File: src/hw/rtl/tls_pkg.sv
// shared types and constants for the traffic light sequencer
package tls_pkg;

    localparam int unsigned LightW = 10;
    localparam int unsigned TimeW  = 16;
    localparam int unsigned TickW  = 32;
    localparam int unsigned CfgIdxW = 3;

    typedef enum logic [2:0] {
        PH_RED     = 3'd0,
        PH_YELLOW1 = 3'd1,
        PH_GREEN   = 3'd2,
        PH_FLASH   = 3'd3,
        PH_YELLOW2 = 3'd4,
        PH_NIGHT   = 3'd5
    } t_phase;

    typedef enum logic [1:0] {
        COL_OFF    = 2'd0,
        COL_RED    = 2'd1,
        COL_YELLOW = 2'd2,
        COL_GREEN  = 2'd3
    } t_colour;

    typedef enum logic [CfgIdxW-1:0] {
        CFG_DARK   = 3'd0,
        CFG_RED    = 3'd1,
        CFG_YELLOW = 3'd2,
        CFG_GREEN  = 3'd3,
        CFG_FLASH  = 3'd4,
        CFG_BLINK  = 3'd5,
        CFG_EXTEND = 3'd6
    } t_cfg_idx;

    localparam logic [LightW-1:0] DarkReset   = 10'd300;
    localparam logic [TimeW-1:0]  RedReset    = 16'd7000;
    localparam logic [TimeW-1:0]  YellowReset = 16'd3000;
    localparam logic [TimeW-1:0]  GreenReset  = 16'd5000;
    localparam logic [TimeW-1:0]  FlashReset  = 16'd2000;
    localparam logic [TimeW-1:0]  BlinkReset  = 16'd500;
    localparam logic [TimeW-1:0]  ExtendReset = 16'd5000;

endpackage

File: src/hw/rtl/traffic_light_sequencer_unit.sv
// traffic light sequencer: tick-driven phase sequencer with night blinking
// a tick beat passes the input register, then the next-state logic, and its result beat leaves from the result register
// throughput: one tick beat per cycle while the consumer keeps taking results, set by the single-pass next-state logic
// an input register and a result register part the two channels, so a tick is still
// taken into an empty input register while an earlier result waits for the consumer
// synchronous active-low reset restores the register defaults and night mode
module traffic_light_sequencer_unit (
    input  logic                           i_clk,
    input  logic                           i_rst_n,
    // tick channel
    input  logic                           i_valid,
    output logic                           o_ready,
    input  logic                           i_button_level,
    input  logic                           i_motion_level,
    input  logic [tls_pkg::LightW-1:0]     i_light_sample,
    // result channel
    output logic                           o_valid,
    input  logic                           i_ready,
    output logic [1:0]                     o_lamp_colour,
    output logic                           o_lamp_written,
    output logic [2:0]                     o_phase,
    // configuration writes
    input  logic                           i_cfg_we,
    input  logic [tls_pkg::CfgIdxW-1:0]    i_cfg_index,
    input  logic [tls_pkg::TimeW-1:0]      i_cfg_data
);
    import tls_pkg::*;

    // configuration registers
    logic [LightW-1:0] r_dark;
    logic [TimeW-1:0]  r_red_time, r_yellow_time, r_green_time;
    logic [TimeW-1:0]  r_flash_time, r_blink_half, r_extend_time;

    always_ff @(posedge i_clk) begin
        if (!i_rst_n) begin
            r_dark        <= DarkReset;
            r_red_time    <= RedReset;
            r_yellow_time <= YellowReset;
            r_green_time  <= GreenReset;
            r_flash_time  <= FlashReset;
            r_blink_half  <= BlinkReset;
            r_extend_time <= ExtendReset;
        end else if (i_cfg_we) begin
            unique case (t_cfg_idx'(i_cfg_index))
                CFG_DARK:   r_dark        <= i_cfg_data[LightW-1:0];
                CFG_RED:    r_red_time    <= i_cfg_data;
                CFG_YELLOW: r_yellow_time <= i_cfg_data;
                CFG_GREEN:  r_green_time  <= i_cfg_data;
                CFG_FLASH:  r_flash_time  <= i_cfg_data;
                CFG_BLINK:  r_blink_half  <= i_cfg_data;
                CFG_EXTEND: r_extend_time <= i_cfg_data;
                default: ; // index beyond the register list is dropped
            endcase
        end
    end

    // input register stage
    logic              r_in_valid;
    logic              r_btn, r_mot;
    logic [LightW-1:0] r_light;
    logic              advance;

    // result register frees up when empty or being drained this cycle
    assign advance = !o_valid || i_ready;
    assign o_ready = !r_in_valid || advance;

    always_ff @(posedge i_clk) begin
        if (!i_rst_n) begin
            r_in_valid <= 1'b0;
        end else if (o_ready) begin
            r_in_valid <= i_valid;
        end
    end

    always_ff @(posedge i_clk) begin
        if (o_ready && i_valid) begin
            r_btn   <= i_button_level;
            r_mot   <= i_motion_level;
            r_light <= i_light_sample;
        end
    end

    // sequencer state
    logic [TickW-1:0] r_tick, r_phase_dl, r_blink_dl;
    t_phase           r_phase;
    t_colour          r_colour;
    logic             r_entry, r_day, r_lit, r_btn_prev, r_mot_prev;

    logic [TickW-1:0] n_phase_dl, n_blink_dl;
    t_phase           n_phase;
    t_colour          n_colour;
    logic             n_entry, n_day, n_lit, n_wrote;

    logic             press, motion;
    logic             blink_en;
    t_colour          blink_col;
    logic [TickW-1:0] now;

    assign now    = r_tick;
    assign press  = r_btn && !r_btn_prev;
    assign motion = r_mot && !r_mot_prev;

    always_comb begin
        n_phase_dl = r_phase_dl;
        n_blink_dl = r_blink_dl;
        n_phase    = r_phase;
        n_colour   = r_colour;
        n_entry    = r_entry;
        n_day      = r_day;
        n_lit      = r_lit;
        n_wrote    = 1'b0;
        blink_en   = 1'b0;
        blink_col  = COL_YELLOW;

        // day / night selection from the light sample
        if (r_light < r_dark) begin
            if (r_day) begin
                n_day      = 1'b0;
                n_blink_dl = '0;
                n_lit      = 1'b0;
            end
        end else if (!r_day) begin
            n_phase = PH_RED;
            n_entry = 1'b1;
            n_day   = 1'b1;
        end

        if (n_day) begin
            unique case (n_phase) inside
                PH_RED: begin
                    if (n_entry) begin
                        n_colour   = COL_RED;
                        n_wrote    = 1'b1;
                        n_entry    = 1'b0;
                        n_phase_dl = now + {{(TickW-TimeW){1'b0}}, r_red_time};
                    end else if (now >= n_phase_dl || press) begin
                        n_phase = PH_YELLOW1;
                        n_entry = 1'b1;
                    end
                    // motion holds red longer
                    if (motion) begin
                        n_phase_dl = n_phase_dl + {{(TickW-TimeW){1'b0}}, r_extend_time};
                    end
                end
                PH_YELLOW1, PH_YELLOW2: begin
                    if (n_entry) begin
                        n_colour   = COL_YELLOW;
                        n_wrote    = 1'b1;
                        n_entry    = 1'b0;
                        n_phase_dl = now + {{(TickW-TimeW){1'b0}}, r_yellow_time};
                    end
                    // deadline also checked on the entry tick
                    if (now >= n_phase_dl) begin
                        n_phase = (n_phase == PH_YELLOW1) ? PH_GREEN : PH_RED;
                        n_entry = 1'b1;
                    end
                end
                PH_GREEN: begin
                    if (n_entry) begin
                        n_colour   = COL_GREEN;
                        n_wrote    = 1'b1;
                        n_entry    = 1'b0;
                        n_phase_dl = now + {{(TickW-TimeW){1'b0}}, r_green_time};
                    end else if (now >= n_phase_dl) begin
                        n_phase = PH_FLASH;
                        n_entry = 1'b1;
                    end
                    // button extends green, motion cuts straight to yellow
                    if (press) begin
                        n_phase_dl = n_phase_dl + {{(TickW-TimeW){1'b0}}, r_extend_time};
                    end else if (motion) begin
                        n_phase = PH_YELLOW2;
                        n_entry = 1'b1;
                    end
                end
                PH_FLASH: begin
                    if (n_entry) begin
                        n_entry    = 1'b0;
                        n_phase_dl = now + {{(TickW-TimeW){1'b0}}, r_flash_time};
                    end else if (now >= n_phase_dl) begin
                        n_phase = PH_YELLOW2;
                        n_entry = 1'b1;
                    end
                    // blink timer carries over, not restarted on entry
                    blink_en  = 1'b1;
                    blink_col = COL_GREEN;
                end
                default: ; // unused phase codes do nothing
            endcase
        end else begin
            blink_en  = 1'b1;
            blink_col = COL_YELLOW;
        end

        // shared blink timer
        if (blink_en && now >= n_blink_dl) begin
            n_blink_dl = now + {{(TickW-TimeW){1'b0}}, r_blink_half};
            n_wrote    = 1'b1;
            if (n_lit) begin
                n_colour = COL_OFF;
                n_lit    = 1'b0;
            end else begin
                n_colour = blink_col;
                n_lit    = 1'b1;
            end
        end
    end

    logic step;
    assign step = r_in_valid && advance;

    always_ff @(posedge i_clk) begin
        if (!i_rst_n) begin
            r_tick     <= '0;
            r_phase_dl <= '0;
            r_blink_dl <= '0;
            r_phase    <= PH_RED;
            r_colour   <= COL_OFF;
            r_entry    <= 1'b0;
            r_day      <= 1'b0;
            r_lit      <= 1'b0;
            r_btn_prev <= 1'b0;
            r_mot_prev <= 1'b0;
        end else if (step) begin
            r_tick     <= now + 1'b1;
            r_phase_dl <= n_phase_dl;
            r_blink_dl <= n_blink_dl;
            r_phase    <= n_phase;
            r_colour   <= n_colour;
            r_entry    <= n_entry;
            r_day      <= n_day;
            r_lit      <= n_lit;
            r_btn_prev <= r_btn;
            r_mot_prev <= r_mot;
        end
    end

    // result register
    logic       r_out_valid;
    logic [1:0] r_out_colour;
    logic       r_out_written;
    logic [2:0] r_out_phase;

    always_ff @(posedge i_clk) begin
        if (!i_rst_n) begin
            r_out_valid <= 1'b0;
        end else if (advance) begin
            r_out_valid <= r_in_valid;
        end
    end

    always_ff @(posedge i_clk) begin
        if (step) begin
            r_out_colour  <= n_colour;
            r_out_written <= n_wrote;
            r_out_phase   <= n_day ? n_phase : PH_NIGHT;
        end
    end

    assign o_valid        = r_out_valid;
    assign o_lamp_colour  = r_out_colour;
    assign o_lamp_written = r_out_written;
    assign o_phase        = r_out_phase;

endmodule
File: config.mk
export PLATFORM = sky130hd
export DESIGN_NAME = traffic_light_sequencer_unit
export DESIGN_NICKNAME = d
export VERILOG_FILES = /design/src/hw/rtl/tls_pkg.sv /design/src/hw/rtl/traffic_light_sequencer_unit.sv
export SDC_FILE = /design/constraint.sdc
export NUM_CORES = 1
export LEC_CHECK = 0
export BUFFER_PORTS_ARGS = -buffer_cell sky130_fd_sc_hd__buf_2
export CORE_MARGIN = 2
export CORE_UTILIZATION = 45
export DETAILED_ROUTE_END_ITERATION = 12
export GPL_ROUTABILITY_DRIVEN = 0
export HOLD_SLACK_MARGIN = 0.06
export PLACE_DENSITY = 0.68
export SLEW_MARGIN = 5
export SYNTH_ARGS = -nofsm -noshare
export SYNTH_HDL_FRONTEND = slang
export SYNTH_SLANG_ARGS = --single-unit
File: constraint.sdc
create_clock -name i_clk -period 13.7 [get_ports i_clk]
set_input_delay 0.685 -clock i_clk [delete_from_list [all_inputs] [get_ports i_clk]]
set_output_delay 0.685 -clock i_clk [all_outputs]
set_load 0.01 [all_outputs]
=== After elaboration in Yosys (flattened, before gate mapping) ===
Index checks and enable logic that the tools add are counted.

* Bits in writable memories: 0
* ROM bits: 0
* Register bits after elaboration: 232
* Bits in latches: 0
* Output and inout bits: 8
* Memories: 0

* Divide/modulo/power cells: 0
* Reduce and logical (&&, ||, !) cells: 25
* Order comparisons: 4
* Bitwise gates (word level): 1
* $mul: 0
* $add $sub $neg: 8
* Eq/ne operators: 11
* Shift-type cells: 0
* Mux-type cells: 60

{| class="wikitable"
|+ Operators by type and width
! kind !! number
|-
| 2-to-1 mux 32 bit || 15
|-
| adder 32 x 16 -> 32 bit || 7
|-
| case mux 32 bit (4 select lines) || 1
|-
| greater-or-equal comparator 32 bit || 3
|-
| 2-to-1 mux 3 bit || 12
|-
| adder 32 x 1 -> 32 bit, second input constant || 1
|-
| 2-to-1 mux 1 bit || 21
|-
| 2-to-1 mux 2 bit || 8
|-
| AND reduction 2 bit || 7
|-
| == test 3 x 2 -> 1 bit, second input constant || 4
|-
| == test 3 bit, second input constant || 4
|-
| case mux 3 bit (4 select lines) || 1
|-
| < comparator 10 bit || 1
|-
| == test 3 x 1 -> 1 bit, second input constant || 2
|-
| zero test 3 bit || 2
|-
| case mux 2 bit (3 select lines) || 1
|-
| logical AND 1 bit || 5
|-
| zero test 1 bit || 4
|-
| case mux 1 bit (4 select lines) || 1
|-
| AND reduction 4 bit || 1
|-
| nonzero test 4 bit || 1
|-
| OR reduction 4 bit || 1
|-
| logical OR 1 bit || 3
|-
| inequality test 2 bit, second input constant || 1
|-
| other kinds (2) || 2
|}

=== Logic depth before layout (Yosys ltp) ===
* Word-level depth: 10
* Gate-level depth with buffers: 28

=== Least setup slack after synthesis ===
OpenSTA, ideal clock, no wires.

* Path kind: flip-flop to flip-flop
* Start: register r_light[5]
* End: register r_phase_dl[28]
* Stages on the path, launching flop included: 26
* Clock period less this slack: 5956 ps
* Data arrival time: 5875 ps
* Slack: 7744 ps
* Data required time: 13619 ps
* Setup time: 81 ps
* Buffers on the path: 6
* Cell sequence: edfxtp_1 > ha_1 > o21a_1 > o2111ai_1 > or2_1 > o21a_1 > nand2_1 > clkbuf_1 > clkbuf_1 > buf_2 > buf_2 > buf_1 > nand3_1 > nand2_1 > ha_1 > nand3_2 > a2111oi_4 > a2111oi_1 > nor2_2 > nor4_1 > or4_4 > or2_0 > buf_2 > or4_4 > or4_1 > a41oi_1

* Cells in the longest elaborated chain, start to end: 8

{| class="wikitable"
|+ RTL lines
! item !! RTL line !! text
|-
| from (decl) || traffic_light_sequencer_unit.sv:60 || <nowiki>logic [LightW-1:0] r_light;</nowiki>
|-
| from (signal assigned) || traffic_light_sequencer_unit.sv:79 || <nowiki>r_light <= i_light_sample;</nowiki>
|-
| < comparator 10 bit (*) || traffic_light_sequencer_unit.sv:116 || <nowiki>if (r_light < r_dark) begin</nowiki>
|-
| 2-to-1 mux 1 bit || traffic_light_sequencer_unit.sv:116 ||
|-
| 2-to-1 mux 32 bit, on equally long branches || traffic_light_sequencer_unit.sv:159, traffic_light_sequencer_unit.sv:131 ||
|-
| 2-to-1 mux 32 bit || traffic_light_sequencer_unit.sv:129 || <nowiki>unique case (n_phase) inside</nowiki>
|-
| 2-to-1 mux 32 bit || traffic_light_sequencer_unit.sv:128 || <nowiki>if (n_day) begin</nowiki>
|-
| adder 32 x 16 -> 32 bit, on equally long branches || traffic_light_sequencer_unit.sv:170, traffic_light_sequencer_unit.sv:142 ||
|-
| 2-to-1 mux 32 bit, on equally long branches || traffic_light_sequencer_unit.sv:169, traffic_light_sequencer_unit.sv:141 ||
|-
| case mux 32 bit (4 select lines) || traffic_light_sequencer_unit.sv:129 ||
|-
| to (signal assigned) || traffic_light_sequencer_unit.sv:226 || <nowiki>r_phase_dl <= n_phase_dl;</nowiki>
|-
| to (decl) || traffic_light_sequencer_unit.sv:84 || <nowiki>logic [TickW-1:0] r_tick, r_phase_dl, r_blink_dl;</nowiki>
|}

Every way passes the cells marked *; elsewhere a longest branch is shown, timed or not. The select of a mux whose other input is x is not followed.
A chain may end at the register's enable or synchronous reset.

=== Final worst setup path ===
* Start: register r_day
* End: register r_phase_dl[31]

* Cells in the longest elaborated chain, start to end: 8

{| class="wikitable"
|+ RTL lines
! item !! RTL line !! text
|-
| from (decl) || traffic_light_sequencer_unit.sv:87 || <nowiki>logic r_entry, r_day, r_lit, r_btn_prev, r_mot_prev;</nowiki>
|-
| from (signal assigned) || traffic_light_sequencer_unit.sv:231 || <nowiki>r_day <= n_day;</nowiki>
|-
| 2-to-1 mux 1 bit || traffic_light_sequencer_unit.sv:122 || <nowiki>end else if (!r_day) begin</nowiki>
|-
| 2-to-1 mux 1 bit || traffic_light_sequencer_unit.sv:116 ||
|-
| 2-to-1 mux 32 bit, on equally long branches || traffic_light_sequencer_unit.sv:159, traffic_light_sequencer_unit.sv:131 ||
|-
| 2-to-1 mux 32 bit || traffic_light_sequencer_unit.sv:129 ||
|-
| 2-to-1 mux 32 bit || traffic_light_sequencer_unit.sv:128 ||
|-
| adder 32 x 16 -> 32 bit, on equally long branches || traffic_light_sequencer_unit.sv:170, traffic_light_sequencer_unit.sv:142 ||
|-
| 2-to-1 mux 32 bit, on equally long branches || traffic_light_sequencer_unit.sv:169, traffic_light_sequencer_unit.sv:141 ||
|-
| case mux 32 bit (4 select lines) || traffic_light_sequencer_unit.sv:129 ||
|}

Parallel ways exist; a longest one is shown, timed or not. The select of a mux whose other input is x is not followed.

==> metrics.txt <==
status=finished, final reports clean; ANT nets after route=0; hold_buf cts=0; Seq/Total Area, Yosys=24.5%; RSZ-0062 raised after global routing=false; met3 Usage GRT=4.29%; Synth Flop Type=dfxtp_1; Yosys warnings=0; GRT Total Usage=29.4%; die height=213 um; CP arrival=6.86 ns; initial DRC count=2,134; number of flops mapped to enable cells by yosys=18; max-cap violation count=0; gr busiest metal=met2; reg-to-reg endpoint=r_phase_dl[31]; Sw Share=30.7%; IO buf count=43; synthesized area=19,700 um2; Net Switching=0.616 mW; GRT overflow=0; detailed-route wire length=68.0 mm; dpl ws=7.61 ns; CTS tree=yes; Worst-Margin Slew=1.37 ns; initial core utilization=45.7%; main area contributors after synthesis=dfxtp_1 22%, ha_1 14%, nand2_1 8.6%; most numerous cell in the Yosys netlist=nand2_1; number of setup buffers added after CTS=0; Area Growth Syn to Fin=9.23%; setup skew after layout=0.0149 ns; sequential cell fraction of total power=36.2%; Worst Hold Class=in -> reg; Vias/cell=6.27; ys async rst share=0%; initial antenna violation count=1; CTS Root Cell=clkbuf_16; Antenna diodes=0; maximum vdd drop=105 uV; DR vias=20,000; clk sinks=232; die footprint=45,500 um2; Distinct cells, synth=87; Max Root-Sink Buffers=3; GR Util met2=46.9%; largest net degree at the start of global routing=69; Slew Viols, Final=0; CTS resizes=0; Final nets=2,842; Post-Syn Instances=2,602; CTS clock-pin slew for the worst setup and hold paths=0.06 ns; Crit-path slowest cell=a2111oi_2; vias in the first global route=18,800; Avg Inst Size Synth=7.58 um2; type of the worst setup path=reg -> reg; Setup TNS Final=0 ns; Combinational Power Share=19.9%; CP Capture Type=flip-flop; CP required=14.15 ns; CP Max Fanout=25; met1 Usage GRT=37.6%; final hold vios=0; Leakage=9.00 nW; I/O pin total=44; FP Rows=76; reg2reg start=r_day; min cycle time layout=6.41 ns; Hold Path Depth=1; share of layout cells above drive strength 1=6.65%; Core Footprint=43,200 um2; slowest stage delay, CP=0.85 ns; Critical Path Start=r_day; internal power=1.39 mW; Post-DP HPWL=50.2 mm; Avg WL per Cell=21.3 um; First-pass DRT Iterations=6; Peak Freq=0.156 GHz; Worst slew margin=8.30%; first-pass GRT wire length=104 mm; fill count=4,281; flop-to-flop setup slack=7.29 ns; Startpoint Class=flip-flop; Pwr Density=93.0 nW/um2; Synth top area share=21.7%; fin crit share=46.8%; CTS Buf Count=28; Worst Hold Margin=0.285 ns; die width=213 um; Final Setup Violations=0; commonest cells in the netlist=451 x nand2_1, 220 x a21oi_1, 218 x ha_1; register bit count reported by yosys=232; Clock Latency Late Sink=0.58 ns; critical path, cell by cell=clkinv_1, nand2_1, a2bb2oi_1, o21a_1, nand2_2, nor2_1, a21oi_1, ha_1, nand3_1, o22ai_1, o211ai_1, nand3_1, a31oi_1, a2111oi_2, nand2_1, nor4_1, mux2i_1, nor4_1, o21ai_1; Worst R2R Path Depth=19; DRC=0; Clock power frac=44.0%; final setup margin=7.29 ns; Worst Setup EP=r_phase_dl[31]; Mapped Nets=2,863; H-tree levels=1; leading area contributor after synthesis=dfxtp_1
==> flip-flops by register name (all words and copies together), names as in the netlist, 3 cells and up <==
register and flops:
now 32, r_blink_dl 32, r_phase_dl 32, r_blink_half 16, r_extend_time 16, r_flash_time 16
r_green_time 16, r_red_time 16, r_yellow_time 16, r_dark 10, r_light 10, o_phase 3
r_phase 3
==> routing by layer <==
layer	part of all wire, %	wire (um)
met3	7.7	5260
met4	6.7	4570
met5	0.013	9
met1	41	28100
met2	44	30100
==> metrics by stage <==
stage / util (%) / instances / total power [mW] / instance area (um2)
CTS: 49.9 / 3188 / 2.00 / 21500
global route: 49.9 / 3188 / 2.07 / 21500
floorplan: - / 2602 / 1.00 / 19700
global placement: 47.4 / 3136 / 1.12 / 20500
finish: 49.9 / 3188 / 2.00 / 21500
detailed placement: 47.4 / 3136 / 1.12 / 20500
==> cell families after synthesis <==
| kind of cell | after synthesis | share of synthesized area, % |
|---|---|---|
| mux | 12 | 0.615 |
| simple gates | 968 | 22.3 |
| compound gates | 775 | 25.9 |
| buf+inv | 201 | 3.85 |
| xor+xnor | 189 | 8.39 |
| fa+ha+maj | 225 | 14.5 |
| flops | 232 | 24.5 |
==> critical path, delay by kind of cell (launching register included) <==
family | cells | cell delay [ns]
AOI/OAI and AO/OA | 8 | 2.53
adders and majority gates | 1 | 0.41
buffers and inverters | 1 | 0.34
DFF | 1 | 0.56
muxes | 1 | 0.15
and+or+nand+nor | 8 | 2.27
==> layout make-up <==
class,instances,area [um2],share of cell area [%]
Clock buffer,38,841,3.90
Clock inverter,14,249,1.16
Inverter,77,292,1.35
Multi-Input combinational cell,2169,14200,65.8
Sequential cell,232,4820,22.4
Tap cell,585,732,3.40
Timing Repair Buffer,73,440,2.04
==> power by group through the flow <==
stage	sequential [mW]	clock, mW	combinational, mW
2_1_floorplan	0.733	0	0.269
3_3_place_gp	0.738	0	0.378
3_5_place_dp	0.739	0	0.385
4_1_cts	0.724	0.884	0.387
5_1_grt	0.727	0.917	0.429
6_report	0.725	0.881	0.398
==> how the worst min path moves through the flow <==
stage	end	startpoint
floorplan	r_blink_dl[1]	r_blink_dl[1]
global placement	r_dark[6]	r_dark[6]
detailed placement	r_blink_dl[1]	r_blink_dl[1]
CTS	r_mot	i_motion_level
global route	r_light[6]	i_light_sample[6]
finish	r_mot	i_motion_level
==> cells in the final DEF, fill, tap and decap left out, drive strengths merged, types with 11 or more instances in the layout <==
| cell | instances |
|---|---|
| a211o | 11 |
| a211oi | 30 |
| a21boi | 14 |
| a21o | 91 |
| a21oi | 221 |
| a221oi | 17 |
| a22o | 29 |
| a31o | 12 |
| a31oi | 39 |
| and2 | 15 |
| and3 | 24 |
| buf | 73 |
| clkbuf | 38 |
| dfxtp | 214 |
| edfxtp | 18 |
| ha | 218 |
| inv | 76 |
| mux2i | 11 |
| nand2 | 451 |
| nand2b | 26 |
| nand3 | 92 |
| nand4 | 32 |
| nor2 | 168 |
| nor2b | 20 |
| nor3 | 55 |
| nor4 | 18 |
| o211ai | 39 |
| o21a | 22 |
| o21ai | 143 |
| o21bai | 12 |
| o22ai | 11 |
| o31ai | 11 |
| or2 | 15 |
| or3 | 29 |
| xnor2 | 106 |
| xor2 | 83 |
(Power assumes the default switching activity.)
